## config.mk

```make
export PLATFORM = sky130hd
export DESIGN_NAME = motor_command_sequencer_flat
export DESIGN_NICKNAME = d
export VERILOG_FILES = /design/src/rtl/mcs_pkg.sv /design/src/rtl/mcs_stream_if.sv /design/src/rtl/mcs_update.sv /design/src/rtl/motor_command_sequencer.sv /design/src/flat_wrapper.sv
export SDC_FILE = /design/constraint.sdc
export NUM_CORES = 1
export LEC_CHECK = 0
export ABC_AREA = 1
export CAP_MARGIN = 10
export CORE_MARGIN = 1
export CORE_UTILIZATION = 33
export CTS_BUF_LIST = sky130_fd_sc_hd__clkbuf_4 sky130_fd_sc_hd__clkbuf_8 sky130_fd_sc_hd__clkbuf_16
export DETAILED_ROUTE_END_ITERATION = 8
export DONT_BUFFER_PORTS = 1
export MAX_ROUTING_LAYER = met4
export SLEW_MARGIN = 0
export SYNTH_ARGS = -nofsm -noshare
export SYNTH_HDL_FRONTEND = slang
export SYNTH_SLANG_ARGS = --single-unit
```

## constraint.sdc

```tcl
create_clock -name clk -period 2.6 [get_ports clk]
set_input_delay 0.13 -clock clk [delete_from_list [all_inputs] [get_ports clk]]
set_output_delay 0.13 -clock clk [all_outputs]
set_load 0.05 [all_outputs]
```

## src/rtl/mcs_pkg.sv

```systemverilog
// Shared types, codes and helpers for the motor command sequencer.
// No dependencies; every other file but the assertion header imports this package.
`timescale 1ns / 1ps

package mcs_pkg;

    localparam int FRAME_LEN = 5;
    localparam int FRAME_IDX_W = $clog2(FRAME_LEN);

    localparam logic [2:0] ACT_BYTE  = 3'd0;
    localparam logic [2:0] ACT_TICK  = 3'd1;
    localparam logic [2:0] ACT_ENC_A = 3'd2;
    localparam logic [2:0] ACT_ENC_B = 3'd3;
    localparam logic [2:0] ACT_LOAD  = 3'd4;

    // Drive sign patterns: AP = +gain_a, AN = -gain_a, likewise for B.
    localparam logic [7:0] MODE_AP_BN = 8'd1;
    localparam logic [7:0] MODE_AN_BN = 8'd2;
    localparam logic [7:0] MODE_AP_BP = 8'd3;
    localparam logic [7:0] MODE_AN_BP = 8'd4;
    localparam logic [7:0] MODE_CAL   = 8'd5;

    localparam logic [7:0] FRAME_HEADER = 8'hBB;

    localparam logic        CFG_GAIN_A = 1'b0;
    localparam logic        CFG_GAIN_B = 1'b1;

    localparam logic signed [15:0] GAIN_HIGH_LIMIT    = 16'sd4090;
    localparam logic signed [15:0] GAIN_HIGH_FALLBACK = 16'sd1000;
    localparam logic signed [15:0] GAIN_LOW_LIMIT     = 16'sd400;
    localparam logic [15:0]        GAIN_STORE_RESET   = 16'd1000;
    localparam logic [15:0]        GAIN_RESET         = 16'd400;

    typedef struct packed {
        logic [2:0] action;
        logic [7:0] data_byte;
    } mcs_in_t;

    typedef struct packed {
        logic signed [15:0] drive_a;
        logic signed [15:0] drive_b;
        logic               busy_res;
        logic               step_end;
        logic               save_now;
        logic signed [15:0] save_gain_a;
        logic signed [15:0] save_gain_b;
        logic               frame_rejected;
    } mcs_out_t;

    typedef struct packed {
        logic [2:0]  frame_fill;
        logic [7:0]  xor_accum;
        logic        running;
        logic [7:0]  step_time;
        logic [7:0]  step_target;
        logic [7:0]  repeats_left;
        logic [7:0]  step_mode;
        logic [7:0]  elapsed_ms;
        logic [15:0] gain_a;
        logic [15:0] gain_b;
        logic [15:0] count_a;
        logic [15:0] count_b;
        logic [15:0] match_streak;
    } mcs_state_t;

    localparam mcs_state_t STATE_RESET = '{
        frame_fill:   3'd0,
        xor_accum:    8'd0,
        running:      1'b0,
        step_time:    8'd0,
        step_target:  8'd0,
        repeats_left: 8'd0,
        step_mode:    8'd0,
        elapsed_ms:   8'd0,
        gain_a:       GAIN_RESET,
        gain_b:       GAIN_RESET,
        count_a:      16'd0,
        count_b:      16'd0,
        match_streak: 16'd0
    };

    typedef logic [FRAME_LEN-1:0][7:0] mcs_frame_t;

    // Frame byte buffer write request.
    typedef struct packed {
        logic                   we;
        logic [FRAME_IDX_W-1:0] idx;
    } mcs_fb_wr_t;

    // Gain sanity clamp applied on load.
    function automatic logic [15:0] check_gain(input logic [15:0] g);
        logic signed [15:0] s;
        s = signed'(g);
        if (s > GAIN_HIGH_LIMIT)
        begin
            s = GAIN_HIGH_FALLBACK;
        end
        if (s < GAIN_LOW_LIMIT)
        begin
            s = GAIN_LOW_LIMIT;
        end
        return unsigned'(s);
    endfunction

endpackage

```

## src/rtl/mcs_stream_if.sv

```systemverilog
// Valid/ready stream channel carrying one item per handshake.
// Depends on mcs_pkg for the default payload type.
`timescale 1ns / 1ps

interface mcs_stream_if
    import mcs_pkg::*;
#(
    parameter type payload_t = mcs_in_t
);

    logic     valid;
    logic     ready;
    payload_t payload;

    modport source (output valid, output payload, input ready);
    modport sink   (input valid, input payload, output ready);

endinterface

```

## src/rtl/mcs_update.sv

```systemverilog
// Per-item state update and result computation (pure combinational).
// Depends on mcs_pkg.
`timescale 1ns / 1ps

module mcs_update
    import mcs_pkg::*;
(
    input  mcs_in_t    item,
    input  mcs_state_t cur,
    input  mcs_frame_t frame,
    input  logic [15:0] stored_gain_a,
    input  logic [15:0] stored_gain_b,
    output mcs_state_t nxt,
    output mcs_out_t   res,
    output mcs_fb_wr_t fb_wr
);

    logic [7:0]  elapsed_inc;
    logic [7:0]  repeats_dec;
    logic [15:0] drv_a;
    logic [15:0] drv_b;

    always_comb
    begin
        nxt         = cur;
        fb_wr       = '0;
        res         = '0;
        elapsed_inc = cur.elapsed_ms + 8'd1;
        repeats_dec = cur.repeats_left - 8'd1;

        unique case (item.action)
            ACT_BYTE:
            begin
                if (!cur.running)
                begin
                    if (cur.frame_fill < 3'(FRAME_LEN))
                    begin
                        fb_wr.we       = 1'b1;
                        fb_wr.idx      = FRAME_IDX_W'(cur.frame_fill);
                        nxt.xor_accum  = cur.xor_accum ^ item.data_byte;
                        nxt.frame_fill = cur.frame_fill + 3'd1;
                    end
                    else
                    begin
                        // Sixth byte is the check byte
                        if (frame[0] == FRAME_HEADER && cur.xor_accum == item.data_byte)
                        begin
                            nxt.step_time    = frame[1];
                            nxt.step_target  = frame[2];
                            nxt.repeats_left = frame[3];
                            nxt.step_mode    = frame[4];
                            nxt.elapsed_ms   = 8'd0;
                            if (frame[3] != 8'd0)
                            begin
                                nxt.running = 1'b1;
                            end
                            else if (frame[4] == MODE_CAL && cur.match_streak != 16'd0)
                            begin
                                res.save_now     = 1'b1;
                                res.save_gain_a  = cur.gain_a;
                                res.save_gain_b  = cur.gain_b;
                                nxt.match_streak = 16'd0;
                            end
                        end
                        else
                        begin
                            res.frame_rejected = 1'b1;
                        end
                        nxt.frame_fill = 3'd0;
                        nxt.xor_accum  = 8'd0;
                    end
                end
            end
            ACT_TICK:
            begin
                if (cur.running)
                begin
                    nxt.elapsed_ms = elapsed_inc;
                    if (elapsed_inc >= cur.step_time)
                    begin
                        res.step_end   = 1'b1;
                        nxt.elapsed_ms = 8'd0;
                        if (cur.step_mode == MODE_CAL)
                        begin
                            nxt.gain_a = cur.gain_a - cur.count_a + 16'(cur.step_target);
                            nxt.gain_b = cur.gain_b - cur.count_b + 16'(cur.step_target);
                            nxt.match_streak = (cur.count_a == cur.count_b) ?
                                               cur.match_streak + 16'd1 : 16'd0;
                            nxt.count_a = 16'd0;
                            nxt.count_b = 16'd0;
                        end
                        nxt.repeats_left = repeats_dec;
                        if (repeats_dec == 8'd0)
                        begin
                            nxt.running = 1'b0;
                            if (cur.step_mode == MODE_CAL && nxt.match_streak != 16'd0)
                            begin
                                res.save_now     = 1'b1;
                                res.save_gain_a  = nxt.gain_a;
                                res.save_gain_b  = nxt.gain_b;
                                nxt.match_streak = 16'd0;
                            end
                        end
                    end
                end
            end
            ACT_ENC_A:
            begin
                nxt.count_a = cur.count_a + 16'd1;
            end
            ACT_ENC_B:
            begin
                nxt.count_b = cur.count_b + 16'd1;
            end
            ACT_LOAD:
            begin
                nxt.gain_a = check_gain(stored_gain_a);
                nxt.gain_b = check_gain(stored_gain_b);
            end
            default:
            begin
                // unused action codes leave everything as is
            end
        endcase

        // Drive follows the state after this item
        drv_a = 16'd0;
        drv_b = 16'd0;
        if (nxt.running)
        begin
            case (nxt.step_mode) inside
                MODE_AP_BN, MODE_CAL:
                begin
                    drv_a = nxt.gain_a;
                    drv_b = 16'd0 - nxt.gain_b;
                end
                MODE_AN_BN:
                begin
                    drv_a = 16'd0 - nxt.gain_a;
                    drv_b = 16'd0 - nxt.gain_b;
                end
                MODE_AP_BP:
                begin
                    drv_a = nxt.gain_a;
                    drv_b = nxt.gain_b;
                end
                MODE_AN_BP:
                begin
                    drv_a = 16'd0 - nxt.gain_a;
                    drv_b = nxt.gain_b;
                end
                default:
                begin
                    drv_a = 16'd0;
                    drv_b = 16'd0;
                end
            endcase
        end
        res.drive_a  = signed'(drv_a);
        res.drive_b  = signed'(drv_b);
        res.busy_res = nxt.running;
    end

endmodule

```

## src/rtl/motor_command_sequencer.sv

```systemverilog
// Top level of the motor command sequencer: handshake, state and result registers.
// Depends on mcs_pkg, mcs_stream_if and mcs_update.
`timescale 1ns / 1ps

// Motor command sequencer. Each input item is a received serial byte, a
// millisecond tick, an encoder A or B pulse, or a request to load the two
// gains from the stored_gain registers (clamped: above 4090 becomes 1000,
// below 400 becomes 400). Six-byte frames (0xBB, step time, step target,
// repeat count, mode, XOR of the first five) start a run when the repeat
// count is nonzero; bytes arriving during a run are dropped. Every item
// yields exactly one result item with the motor drives, busy flag,
// step-end and save strobes and frame reject. Throughput is one item per
// clock while the sink does not stall: an accepted item goes into the
// input register, where a single combinational update pass computes the
// new state and its result, then moves into the output register, which
// presents the result to the sink. The output register holds a result
// while the sink stalls, and the input register keeps taking items until
// both stages are full. No clearing pass is needed after reset.
// Configuration writes land directly in the stored gain registers and take
// effect at the next load item.

module motor_command_sequencer
    import mcs_pkg::*;
(
    input  logic                clk,
    input  logic                rst_n,
    mcs_stream_if.sink          in_ch,
    mcs_stream_if.source        out_ch,
    input  logic                cfg_we,
    input  logic                cfg_index,
    input  logic [15:0]         cfg_data
);

    // Input stage
    logic       stage_valid_reg;
    logic       stage_valid_next;
    mcs_in_t    stage_item_reg;

    // Architectural state
    mcs_state_t state_reg;
    mcs_state_t state_next;
    mcs_frame_t frame_reg;      // payload only, judged after all bytes written

    // Stored gains (config registers)
    logic [15:0] stored_gain_a_reg;
    logic [15:0] stored_gain_b_reg;

    // Output stage
    logic       out_valid_reg;
    logic       out_valid_next;
    mcs_out_t   out_item_reg;
    mcs_out_t   result;

    mcs_fb_wr_t fb_wr;
    logic       in_take;
    logic       advance;

    // Stage moves forward when the output slot is free or draining now
    assign advance      = stage_valid_reg && (!out_valid_reg || out_ch.ready);
    assign in_ch.ready  = !stage_valid_reg || advance;
    assign in_take      = in_ch.valid && in_ch.ready;

    assign out_ch.valid   = out_valid_reg;
    assign out_ch.payload = out_item_reg;

    mcs_update u_update (
        .item          (stage_item_reg),
        .cur           (state_reg),
        .frame         (frame_reg),
        .stored_gain_a (stored_gain_a_reg),
        .stored_gain_b (stored_gain_b_reg),
        .nxt           (state_next),
        .res           (result),
        .fb_wr         (fb_wr)
    );

    always_comb
    begin
        stage_valid_next = stage_valid_reg;
        if (in_take)
        begin
            stage_valid_next = 1'b1;
        end
        else if (advance)
        begin
            stage_valid_next = 1'b0;
        end

        out_valid_next = out_valid_reg;
        if (advance)
        begin
            out_valid_next = 1'b1;
        end
        else if (out_ch.ready)
        begin
            out_valid_next = 1'b0;
        end
    end

    always_ff @(posedge clk or negedge rst_n)
    begin
        if (!rst_n)
        begin
            stage_valid_reg <= 1'b0;
            out_valid_reg   <= 1'b0;
            state_reg       <= STATE_RESET;
        end
        else
        begin
            stage_valid_reg <= stage_valid_next;
            out_valid_reg   <= out_valid_next;
            if (advance)
            begin
                state_reg <= state_next;
            end
        end
    end

    always_ff @(posedge clk or negedge rst_n)
    begin
        if (!rst_n)
        begin
            stored_gain_a_reg <= GAIN_STORE_RESET;
            stored_gain_b_reg <= GAIN_STORE_RESET;
        end
        else if (cfg_we)
        begin
            unique case (cfg_index)
                CFG_GAIN_A:
                begin
                    stored_gain_a_reg <= cfg_data;
                end
                CFG_GAIN_B:
                begin
                    stored_gain_b_reg <= cfg_data;
                end
                default:
                begin
                    stored_gain_a_reg <= stored_gain_a_reg;
                end
            endcase
        end
    end

    // Payload registers: no reset
    always_ff @(posedge clk)
    begin
        if (in_take)
        begin
            stage_item_reg <= in_ch.payload;
        end
        if (advance)
        begin
            out_item_reg <= result;
            if (fb_wr.we)
            begin
                frame_reg[fb_wr.idx] <= stage_item_reg.data_byte;
            end
        end
    end

endmodule

```

## src/flat_wrapper.sv

```systemverilog
// flat-port wrapper written by rule: the top's interface ports become plain ports
module motor_command_sequencer_flat import mcs_pkg::*;
  (clk, rst_n, cfg_we, cfg_index, cfg_data, in_ch_valid, in_ch_payload, in_ch_ready, out_ch_valid, out_ch_payload, out_ch_ready);
  mcs_stream_if in_ch_i ();
  mcs_stream_if out_ch_i ();
  input  logic clk;
  input  logic rst_n;
  input  logic cfg_we;
  input  logic cfg_index;
  input  logic [15:0] cfg_data;
  input wire logic [$bits(in_ch_i.valid)-1:0] in_ch_valid;
  input wire logic [$bits(in_ch_i.payload)-1:0] in_ch_payload;
  output wire logic [$bits(in_ch_i.ready)-1:0] in_ch_ready;
  output wire logic [$bits(out_ch_i.valid)-1:0] out_ch_valid;
  output wire logic [$bits(out_ch_i.payload)-1:0] out_ch_payload;
  input wire logic [$bits(out_ch_i.ready)-1:0] out_ch_ready;
  assign in_ch_i.valid = in_ch_valid;
  assign in_ch_i.payload = in_ch_payload;
  assign in_ch_ready = in_ch_i.ready;
  assign out_ch_valid = out_ch_i.valid;
  assign out_ch_payload = out_ch_i.payload;
  assign out_ch_i.ready = out_ch_ready;
  motor_command_sequencer u_core (.clk(clk), .rst_n(rst_n), .in_ch(in_ch_i), .out_ch(out_ch_i), .cfg_we(cfg_we), .cfg_index(cfg_index), .cfg_data(cfg_data));
endmodule
```

==> results of run 1 <==
==> power breakdown <==
group | switching, mW | internal, mW | total [mW]
Sequential | 0.312 | 3.40 | 3.71
Combinational | 2.13 | 1.78 | 3.90
Clock | 1.41 | 1.44 | 2.85
Total | 3.85 | 6.61 | 10.5
==> final timing paths <==
path,depth (start not counted),from,end
max in group asynchronous,0,rst_n,u_core.state_reg[55]
max reg2reg,20,u_core.state_reg[80],u_core.state_reg[7]
min in group clk,1,in_ch_payload[5],u_core.stage_item_reg[5]
min,0,rst_n,u_core.out_ch.valid
max,20,u_core.state_reg[80],u_core.state_reg[7]
min reg2reg,1,u_core.frame_reg[14],u_core.state_reg[118]
==> stage by stage <==
| step | area (um2) | total power [mW] | TNS, ns | utilization (%) | setup slack (ns) |
|---|---|---|---|---|---|
| after global placement | 12200 | 6.67 | -6.94 | 37.3 | -0.198 |
| after global routing | 14100 | 11.1 | -26.62 | 43.1 | -0.463 |
| final | 14100 | 10.5 | -11.87 | 43.1 | -0.260 |
| after CTS | 13700 | 10.0 | -9.85 | 41.8 | -0.232 |
| after floorplan | 11000 | 5.67 | -1.79 | - | -0.104 |
| after detailed placement | 12200 | 6.73 | -14.02 | 37.3 | -0.313 |
==> cells by family after synthesis <==
logic type                 count (synthesis)
and+or+nand+nor                          625
buffers and inverters                    211
DFF                                      190
AOI/OAI and AO/OA                        164
xor gates and xnor gates                  36
adders and majority gates                 35
muxes                                     28
==> worst register-to-register path, cell delays in order (launching register included) <==
cell and delay (ns):
sky130_fd_sc_hd__dfrtp_1 0.44, sky130_fd_sc_hd__ha_4 0.19, sky130_fd_sc_hd__nand2_2 0.05, sky130_fd_sc_hd__inv_2 0.04, sky130_fd_sc_hd__nand2_1 0.06, sky130_fd_sc_hd__xor2_1 0.19, sky130_fd_sc_hd__inv_1 0.07, sky130_fd_sc_hd__ha_1 0.28
sky130_fd_sc_hd__nand2_1 0.09, sky130_fd_sc_hd__nor2_4 0.11, sky130_fd_sc_hd__nand4_1 0.13, sky130_fd_sc_hd__nand4_1 0.16, sky130_fd_sc_hd__buf_4 0.14, sky130_fd_sc_hd__buf_6 0.10, sky130_fd_sc_hd__inv_6 0.04, sky130_fd_sc_hd__nor2_8 0.16
sky130_fd_sc_hd__nand2_8 0.11, sky130_fd_sc_hd__buf_12 0.17, sky130_fd_sc_hd__buf_6 0.13, sky130_fd_sc_hd__nand2_2 0.05, sky130_fd_sc_hd__nand2_1 0.05
==> area by class of cell <==
cell class | instances | share of cell area [%]
Clock buffer | 17 | 3.03
Clock inverter | 15 | 1.53
Inverter | 182 | 4.93
Multi-Input combinational cell | 889 | 40.6
Sequential cell | 190 | 36.1
Tap cell | 442 | 3.94
Timing Repair Buffer | 147 | 9.82
==> per-layer routing <==
layer	routed length [um]	vias up	part of all wire, %	global-route usage, %
li1	-	4545	-	-
met5	0	-	0	-
met4	637	0	2.3	5.80
met1	12700	4471	45	21.8
met2	13700	198	49	28.7
met3	1170	44	4.1	3.00
==> layout by cell type (no fill, tap or decap), drive strengths merged, types with 5 or more instances in the layout <==
cell type	Yosys	routed
fa	8	8
o21ai	92	93
nand3	103	103
buf	18	116
a21oi	43	43
inv	181	192
ha	27	27
dfrtp	119	119
clkbuf	11	19
nand2	299	299
nor3	41	41
dfstp	9	9
dlygate4sd3	0	29
xor2	22	22
xnor2	14	14
nor4	15	15
nor2	131	131
o31ai	6	6
edfxtp	62	62
o21a	5	5
nand4	31	31
mux2	28	28
a21boi	6	6
==> what timing repair did <==
action / 4_1_cts / 5_1_grt
setup buffers: 8 / 9
cloned: 4 / 2
endpoints found under the hold margin: 157 / 128
resized for setup: 123 / 86
endpoints found under the setup margin: 77 / 83
pin swaps: 40 / 38
==> results.toml, run 1 <==
[floorplan]
fp.dieArea_um2 = 33900
row_count = 66
initial_utilization_pct = 33.6
die_w_um = 184
boundaryPins = 46
die_height_um = 184
coreArea_um2 = 32600

[timing]
fmax_mhz = 350
final_hold_slack_ns = -0.631
setup_viol_count_final = 65
rsz_0062_raised_after_global_routing = "true"
final.setup.worst_slack_ns = -0.260
worstMarginPinSlew_ns = 0.822
fin_worst_skew_ns = 0.0172
slew_headroom_pct = 45.1
min_period_over_period_pct = 110
finalHoldViolCount = 128
post-route-min-period_ns = 2.86
timing.final.max_slew_violations = 0

[yosys]
ys_warn_count = 0
netlist_top_cells_area = "sky130_fd_sc_hd__dfrtp_1, sky130_fd_sc_hd__edfxtp_1, sky130_fd_sc_hd__nand2_1, sky130_fd_sc_hd__inv_1, sky130_fd_sc_hd__nand3_1"
async_flop_share_pct = 67.4
yosys.cell_types.count = 50
area_fraction_of_the_dominant_cell_type_after_synthesis_pct = 27.2
ys.flop_type = "sky130_fd_sc_hd__dfrtp_1"
synth_sequential_area_ratio_pct = 46.3
yosys.area_share.xor_xnor_pct = 2.88
netlist_top_cells_count = "sky130_fd_sc_hd__nand2_1, sky130_fd_sc_hd__inv_1, sky130_fd_sc_hd__dfrtp_1"
synthesis.area_um2 = 11000
synth_mux_area_share_pct = 2.88
arithmetic_cell_share_of_the_synthesized_area_counting_full_adders_half_adders_and_majority_gates_pct = 4.54
post_synth_edffs = 62
synth_most_common_cell = "sky130_fd_sc_hd__nand2_1"
postSynthRegisterBits = 190
combinational_family_with_the_most_area_after_synthesis = "simple AND/OR/NAND/NOR gates"
postSynthCellCount = 1289
complex_gate_fraction_of_the_synthesized_area_pct = 8.36
synth.largest_area_cell = "sky130_fd_sc_hd__dfrtp_1"
syn-mean-instance-area_um2 = 8.50
post_synth_simple_gate_area_pct = 27.1
synthesis.nets = 1357

[global_route]
globalRouteTotalUtil_pct = 17.5
first_pass_grt_wire_length_um = 45500
antenna_found_initial = 0
largest_net_degree_at_the_start_of_global_routing = 129
grt_pass1_vias = 9167
globalRoute.totalOverflow = 0

[critical_path]
crit_buf_inv = 7
cp.arrival_ns = 3.20
worstPathRequired_ns = 2.94
worst_setup_path_end_kind = "register"
cp_slowest_cell = "sky130_fd_sc_hd__dfrtp_1"
critical_path.max_stage_delay_ns = 0.44
timing.critical_path.from_type = "register"
worst_path_most_repeated_cell = "sky130_fd_sc_hd__nand2_1"
critical_path_peak_fanout = 6
r2r_setup_slack_ns = -0.26
criticalPathCategory = "reg -> reg"
timing.critical_path.max_delay_family = "simple AND/OR/NAND/NOR gates"
crit_chain = "ha_4, nand2_2, inv_2, nand2_1, xor2_1, inv_1, ha_1, nand2_1, nor2_4, nand4_1, nand4_1, buf_4, buf_6, inv_6, nor2_8, nand2_8, buf_12, buf_6, nand2_2, nand2_1"

[route]
dr.pass1.iters = 5
detailroute.via_count = 9258
detail_route.iter0.violations = 498
drc = 0
route.final.wire_length_um = 28200
drtAntennaViolNets = 0
wire_per_inst_um = 15.0
detailed_route_vias_per_instance = 4.92

[final_layout]
layout.cells.non_filler = 1882
finish.net_count = 1495
area.growth.synth_to_final_pct = 28.2
area.sequential_um2 = 5080
largest_reg_flops = 110
drive_above_1_share_pct = 27.0
multi_input_area_um2 = 5710
antenna_cells = 0
nFillCells = 3092

[clock_network]
cts-htree-levels = 4
hold_fix_buffer_count_after_cts = 29
cts_tree = "yes"
ctsRootBufferMaster = "sky130_fd_sc_hd__clkbuf_16"
cts.sink_count = 190
cts-root-to-sink-buffers = 2
cts.clk_slew.worst_paths_ns = 0.08
clock_insertion_delay_worst_skew_ns = 0.45
numCtsBuffers = 17

[placed_design]
dpl.hpwl_um = 19700
gp_congestion = 0.887
dp_cells = 1802
placement.io_buffers = 0

[power]
worst_ir_drop_vdd_uv = 595
power_leakage_nw = 6.02
power_density_nw_per_um2 = 745

[run]
cap_viol_max_count = 0

[worst_hold_path]
min_path_type = "in -> async"

[outcome]
run_status = "finished with violations"
violations = "hold timing, setup timing"
(Power assumes the default switching activity.)
==> run 2: changes to the inputs <==
--- a/config.mk
+++ b/config.mk
@@ -13,6 +13,7 @@
 export DETAILED_ROUTE_END_ITERATION = 8
 export DONT_BUFFER_PORTS = 1
 export MAX_ROUTING_LAYER = met4
+export PLACE_DENSITY = 0.52
 export SLEW_MARGIN = 0
 export SYNTH_ARGS = -nofsm -noshare
 export SYNTH_HDL_FRONTEND = slang
==> results.toml, run 2 (synthesis results as in run 1) <==
[critical_path]
timing.critical_path.from_type = "register"
worst_setup_path_end_kind = "register"
worstPathRequired_ns = 2.93
cp.arrival_ns = 3.31
criticalPathCategory = "reg -> reg"
critical_path_peak_fanout = 5

[final_layout]
final_core_utilization_pct = 42.8
antenna_cells = 0
area.growth.synth_to_final_pct = 27.3
nFillCells = 3158
finish.net_count = 1509
drive_above_1_share_pct = 26.5
largest_reg_flops = 110
design_area_final_um2 = 13900
mostFrequentLayoutCell = "sky130_fd_sc_hd__nand2_1"
most-common-layout-cells = "sky130_fd_sc_hd__nand2_1, sky130_fd_sc_hd__inv_1, sky130_fd_sc_hd__dfrtp_1, sky130_fd_sc_hd__buf_4, sky130_fd_sc_hd__nor2_1"

[global_route]
first_pass_grt_wire_length_um = 46800
globalRoute.totalOverflow = 0
globalRouteTotalUtil_pct = 18.3
grt_pass1_vias = 8830
antenna_found_initial = 0
largest_net_degree_at_the_start_of_global_routing = 129

[route]
wire_per_inst_um = 15.3
detail_route.iter0.violations = 555
dr.pass1.iters = 7
drc = 0
detailed_route_vias_per_instance = 4.81
drtAntennaViolNets = 0
route.final.wire_length_um = 29000
detailroute.via_count = 9123

[timing]
final.setup.worst_slack_ns = -0.379
min_period_over_period_pct = 115
finalHoldViolCount = 128
fmax_mhz = 336
final_hold_slack_ns = -0.624
rsz_0062_raised_after_global_routing = "true"
setup_viol_count_final = 76
slew_headroom_pct = 45.2
worstMarginPinSlew_ns = 0.820
post-route-min-period_ns = 2.98
timing.final.max_slew_violations = 0
fin_worst_skew_ns = 0.0180
totalNegativeSetupSlack_ns = -18.14

[floorplan]
fp.dieArea_um2 = 33900
row_count = 66
coreArea_um2 = 32600
boundaryPins = 46
initial_utilization_pct = 33.6
die_w_um = 184
die_height_um = 184

[power]
internal_power_mw = 6.39
share_comb_of_total_power_pct = 36.9
power.share.sequential_pct = 37.4
worst_ir_drop_vdd_uv = 578
power_leakage_nw = 6.04
power_density_nw_per_um2 = 713
power_mw = 9.94
portion_of_total_power_attributed_to_the_clock_network_pct = 25.7
switching_power_share_of_the_total_pct = 35.7
netSwitchingPower_mw = 3.55

[outcome]
violations = "hold timing, setup timing"
run_status = "finished with violations"

[worst_hold_path]
min_path_type = "in -> async"

[clock_network]
clock_insertion_delay_worst_skew_ns = 0.45
cts.clk_slew.worst_paths_ns = 0.08
numCtsBuffers = 17
cts-htree-levels = 4
hold_fix_buffer_count_after_cts = 29
cts_tree = "yes"
ctsRootBufferMaster = "sky130_fd_sc_hd__clkbuf_16"
cts-root-to-sink-buffers = 2
cts.sink_count = 190

[run]
cap_viol_max_count = 0

[placed_design]
gp_congestion = 0.919
dpl-instance-area_um2 = 12200
dpl.hpwl_um = 20500
placement.io_buffers = 0
-- run 2: changes by cell type in the layout (fill, tap and decap cells not counted), sizes merged --
cell,previous run,this run
buf,116,130
bufinv,1,0
clkbuf,19,22
clkinv,4,7
clkinvlp,0,2
inv,192,186
o21ai,93,92
-- run 2: path summary, 6_finish.rpt --
path	start	to	slack, ns	cells past startpoint
min in group clk	in_ch_payload[6]	u_core.stage_item_reg[6]	0.31	1
min reg2reg	u_core.frame_reg[13]	u_core.state_reg[117]	0.47	1
max reg2reg	u_core.state_reg[80]	u_core.state_reg[21]	-0.38	21
min	rst_n	u_core.state_reg[11]	-0.62	0
max in group asynchronous	rst_n	u_core.state_reg[52]	2.95	0
max	u_core.state_reg[80]	u_core.state_reg[21]	-0.38	21
-- run 2: final cells by class --
class,count,area (um2),share of cell area [%]
well taps,442,553,3.96
clock buffers,19,440,3.16
repair buffers,162,1500,10.8
multi-input cells,888,5560,39.8
clock inverters,13,125,0.897
flip-flops and latches,190,5080,36.4
inverters,182,696,4.99
-- run 2: per-layer routing --
metal / routed length (um) / GRT usage [%] / vias to the layer above
met1: 13600 / 24.3 / 4376
met4: 280 / 4.27 / 0
met2: 14100 / 29.0 / 162
li1: - / - / 4570
met5: 0 / - / -
met3: 1070 / 3.06 / 15
-- run 2: repair_timing --
| item | 4_1_cts | 5_1_grt |
|---|---|---|
| endpoints found under the setup margin | 74 | 84 |
| gates resized for setup | 91 | 84 |
| pin swaps | 36 | 13 |
| setup buffers | 10 | 11 |
| endpoints found under the hold margin | 157 | 128 |
| cloned | 4 | 3 |
-- run 2: power groups by stage --
stage          clock, mW  combinational (mW)  sequential (mW)
6_report            2.56                3.66             3.72
5_1_grt             2.72                4.09             3.75
4_1_cts             2.63                3.52             3.71
3_5_place_dp           0                3.12             3.76
3_3_place_gp           0                3.11             3.76
2_1_floorplan          0                1.95             3.72
-- run 2: through the flow --
stage	hold slack [ns]	cells	setup WS [ns]
floorplan	-0.166	1289	-0.104
global placement	-0.162	1810	-0.223
detailed placement	-0.161	1810	-0.330
CTS	-0.650	1885	-0.302
global route	-0.654	1896	-0.569
finish	-0.624	1896	-0.379
-- run 2: critical path: stages (launching register included) --
cell                      delay (ns)
sky130_fd_sc_hd__dfrtp_1        0.40
sky130_fd_sc_hd__buf_6          0.13
sky130_fd_sc_hd__ha_4           0.15
sky130_fd_sc_hd__nand2_2        0.05
sky130_fd_sc_hd__inv_2          0.04
sky130_fd_sc_hd__nand4_1        0.07
sky130_fd_sc_hd__xor2_1         0.18
sky130_fd_sc_hd__inv_1          0.06
sky130_fd_sc_hd__ha_1           0.28
sky130_fd_sc_hd__nand2_2        0.08
sky130_fd_sc_hd__nor2_4         0.11
sky130_fd_sc_hd__nand4_1        0.12
sky130_fd_sc_hd__nand4_1        0.15
sky130_fd_sc_hd__o21ai_1        0.10
sky130_fd_sc_hd__nor3_2         0.15
sky130_fd_sc_hd__buf_4          0.18
sky130_fd_sc_hd__inv_6          0.05
sky130_fd_sc_hd__nor2_4         0.20
sky130_fd_sc_hd__buf_4          0.18
sky130_fd_sc_hd__nand3_1        0.06
sky130_fd_sc_hd__o21ai_0        0.08
sky130_fd_sc_hd__nor2_1         0.05
==> run 3: changes to the inputs <==
--- a/config.mk
+++ b/config.mk
@@ -13,7 +13,8 @@
 export DETAILED_ROUTE_END_ITERATION = 8
 export DONT_BUFFER_PORTS = 1
 export MAX_ROUTING_LAYER = met4
-export PLACE_DENSITY = 0.52
+export PLACE_DENSITY = 0.51
+export REMOVE_ABC_BUFFERS = 1
 export SLEW_MARGIN = 0
 export SYNTH_ARGS = -nofsm -noshare
 export SYNTH_HDL_FRONTEND = slang
==> constraint.sdc (replaced) <==
create_clock -name clk -period 3.7 [get_ports clk]
set_input_delay 0.185 -clock clk [delete_from_list [all_inputs] [get_ports clk]]
set_output_delay 0.185 -clock clk [all_outputs]
set_load 0.05 [all_outputs]
==> results.toml, run 3 (synthesis results as in run 1) <==
[final_layout]
area.growth.synth_to_final_pct = 13.0
mostFrequentLayoutCell = "sky130_fd_sc_hd__nand2_1"
nFillCells = 3306
area.sequential_um2 = 5080
layout.cells.non_filler = 1780
most-common-layout-cells = "sky130_fd_sc_hd__nand2_1, sky130_fd_sc_hd__inv_1, sky130_fd_sc_hd__dfrtp_1, sky130_fd_sc_hd__nor2_1, sky130_fd_sc_hd__nand3_1"
drive_above_1_share_pct = 12.0
finish.net_count = 1393
antenna_cells = 0
multi_input_area_um2 = 5020
largest_reg_flops = 110

[floorplan]
fp.dieArea_um2 = 33900
die_w_um = 184
coreArea_um2 = 32600
initial_utilization_pct = 33.6
boundaryPins = 46
die_height_um = 184
row_count = 66

[outcome]
run_status = "finished, final reports clean"

[placed_design]
dpl_worst_slack_ns = 0.205
dp_cells = 1717
dpl.hpwl_um = 19500
gp_congestion = 0.850
placement.io_buffers = 0

[timing]
slew_headroom_pct = 44.1
setup_viol_count_final = 0
final_hold_slack_ns = 0.356
min_period_over_period_pct = 90.9
rsz_0062_raised_after_global_routing = "false"
fin_worst_skew_ns = 0.0170
final.setup.worst_slack_ns = 0.336
timing.final.max_slew_violations = 0
post-route-min-period_ns = 3.36
finalHoldViolCount = 0
worstMarginPinSlew_ns = 0.837
totalNegativeSetupSlack_ns = 0
fmax_mhz = 297

[power]
power_leakage_nw = 5.33
power_density_nw_per_um2 = 511
worst_ir_drop_vdd_uv = 366

[worst_hold_path]
min_path_type = "in -> reg"

[global_route]
first_pass_grt_wire_length_um = 44300
largest_net_degree_at_the_start_of_global_routing = 129
grt_pass1_vias = 8460
antenna_found_initial = 0
globalRoute.totalOverflow = 0
globalRouteTotalUtil_pct = 17.3

[critical_path]
timing.critical_path.from_type = "register"
criticalPathCategory = "reg -> reg"
worstPathRequired_ns = 4.03
critical_path_peak_fanout = 15
cp.arrival_ns = 3.70
worst_setup_path_end_kind = "register"

[route]
route.final.wire_length_um = 27100
wire_per_inst_um = 15.2
detailroute.via_count = 8562
detail_route.iter0.violations = 672
drc = 0
drtAntennaViolNets = 0
detailed_route_vias_per_instance = 4.81
dr.pass1.iters = 5

[clock_network]
cts.repair_timing.setup_buffer_count = 0
cts-htree-levels = 4
cts.sink_count = 190
cts-root-to-sink-buffers = 2
cts.clk_slew.worst_paths_ns = 0.09
clock_insertion_delay_worst_skew_ns = 0.45
cts_tree = "yes"
numCtsBuffers = 17
ctsRootBufferMaster = "sky130_fd_sc_hd__clkbuf_16"

[run]
cap_viol_max_count = 0
==> run 3: critical path, cell delays in order, from the launching register on <==
cell,delay (ns)
sky130_fd_sc_hd__dfrtp_1,0.43
sky130_fd_sc_hd__nand3_1,0.17
sky130_fd_sc_hd__nor3_1,0.23
sky130_fd_sc_hd__nand2_1,0.10
sky130_fd_sc_hd__xor2_1,0.18
sky130_fd_sc_hd__inv_1,0.07
sky130_fd_sc_hd__ha_1,0.29
sky130_fd_sc_hd__nand2_1,0.07
sky130_fd_sc_hd__nor2_1,0.14
sky130_fd_sc_hd__nand4_1,0.12
sky130_fd_sc_hd__nand4_1,0.25
sky130_fd_sc_hd__o21ai_1,0.13
sky130_fd_sc_hd__nor3_2,0.30
sky130_fd_sc_hd__inv_2,0.22
sky130_fd_sc_hd__nor2_4,0.13
sky130_fd_sc_hd__buf_4,0.20
sky130_fd_sc_hd__nand3_1,0.08
sky130_fd_sc_hd__o21ai_0,0.09
sky130_fd_sc_hd__nor2_1,0.05
==> run 3: cell type report <==
type / instances / share of cell area, %
inverters: 182 / 5.52
multi-input cells: 888 / 40.5
repair buffers: 46 / 3.56
clock inverters: 15 / 1.50
flip-flops and latches: 190 / 41.0
well taps: 442 / 4.47
clock buffers: 17 / 3.43
==> run 3: worst paths after layout <==
kind	from	slack, ns	cells after the start	to
worst min register to register	u_core.frame_reg[12]	0.47	1	u_core.state_reg[116]
min in group asynchronous	rst_n	0.39	2	u_core.state_reg[38]
max in group asynchronous	rst_n	2.74	2	u_core.state_reg[126]
worst max register to register	u_core.state_reg[80]	0.34	18	u_core.state_reg[29]
worst max-delay path	u_core.state_reg[80]	0.34	18	u_core.state_reg[29]
worst min-delay path	in_ch_payload[10]	0.36	1	u_core.stage_item_reg[10]
==> run 3: through the flow <==
stage	cell area (um2)	utilization (%)	total power [mW]
floorplan	10800	-	3.96
global placement	11400	35.1	4.38
detailed placement	11400	35.1	4.38
CTS	12400	38.0	6.38
global route	12400	38.0	6.78
finish	12400	38.0	6.33
==> run 3: repair_timing <==
| item | 4_1_cts | 5_1_grt |
|---|---|---|
| resized for setup | 0 | 1 |
| endpoints found under the setup margin | 0 | 16 |
| hold buffers | 31 | 0 |
| hold endpoints to repair | 157 | 0 |
==> run 3: report_power, final <==
group | switching, mW | internal (mW)
Sequential | 0.258 | 2.39
Combinational | 1.10 | 0.668
Clock | 0.982 | 0.929
==> run 3: per-layer routing <==
layer	share of wire, %	track usage [%]
met1	48	22.4
met2	48	28.4
met3	3.1	2.61
met4	1.1	4.10
met5	0	-
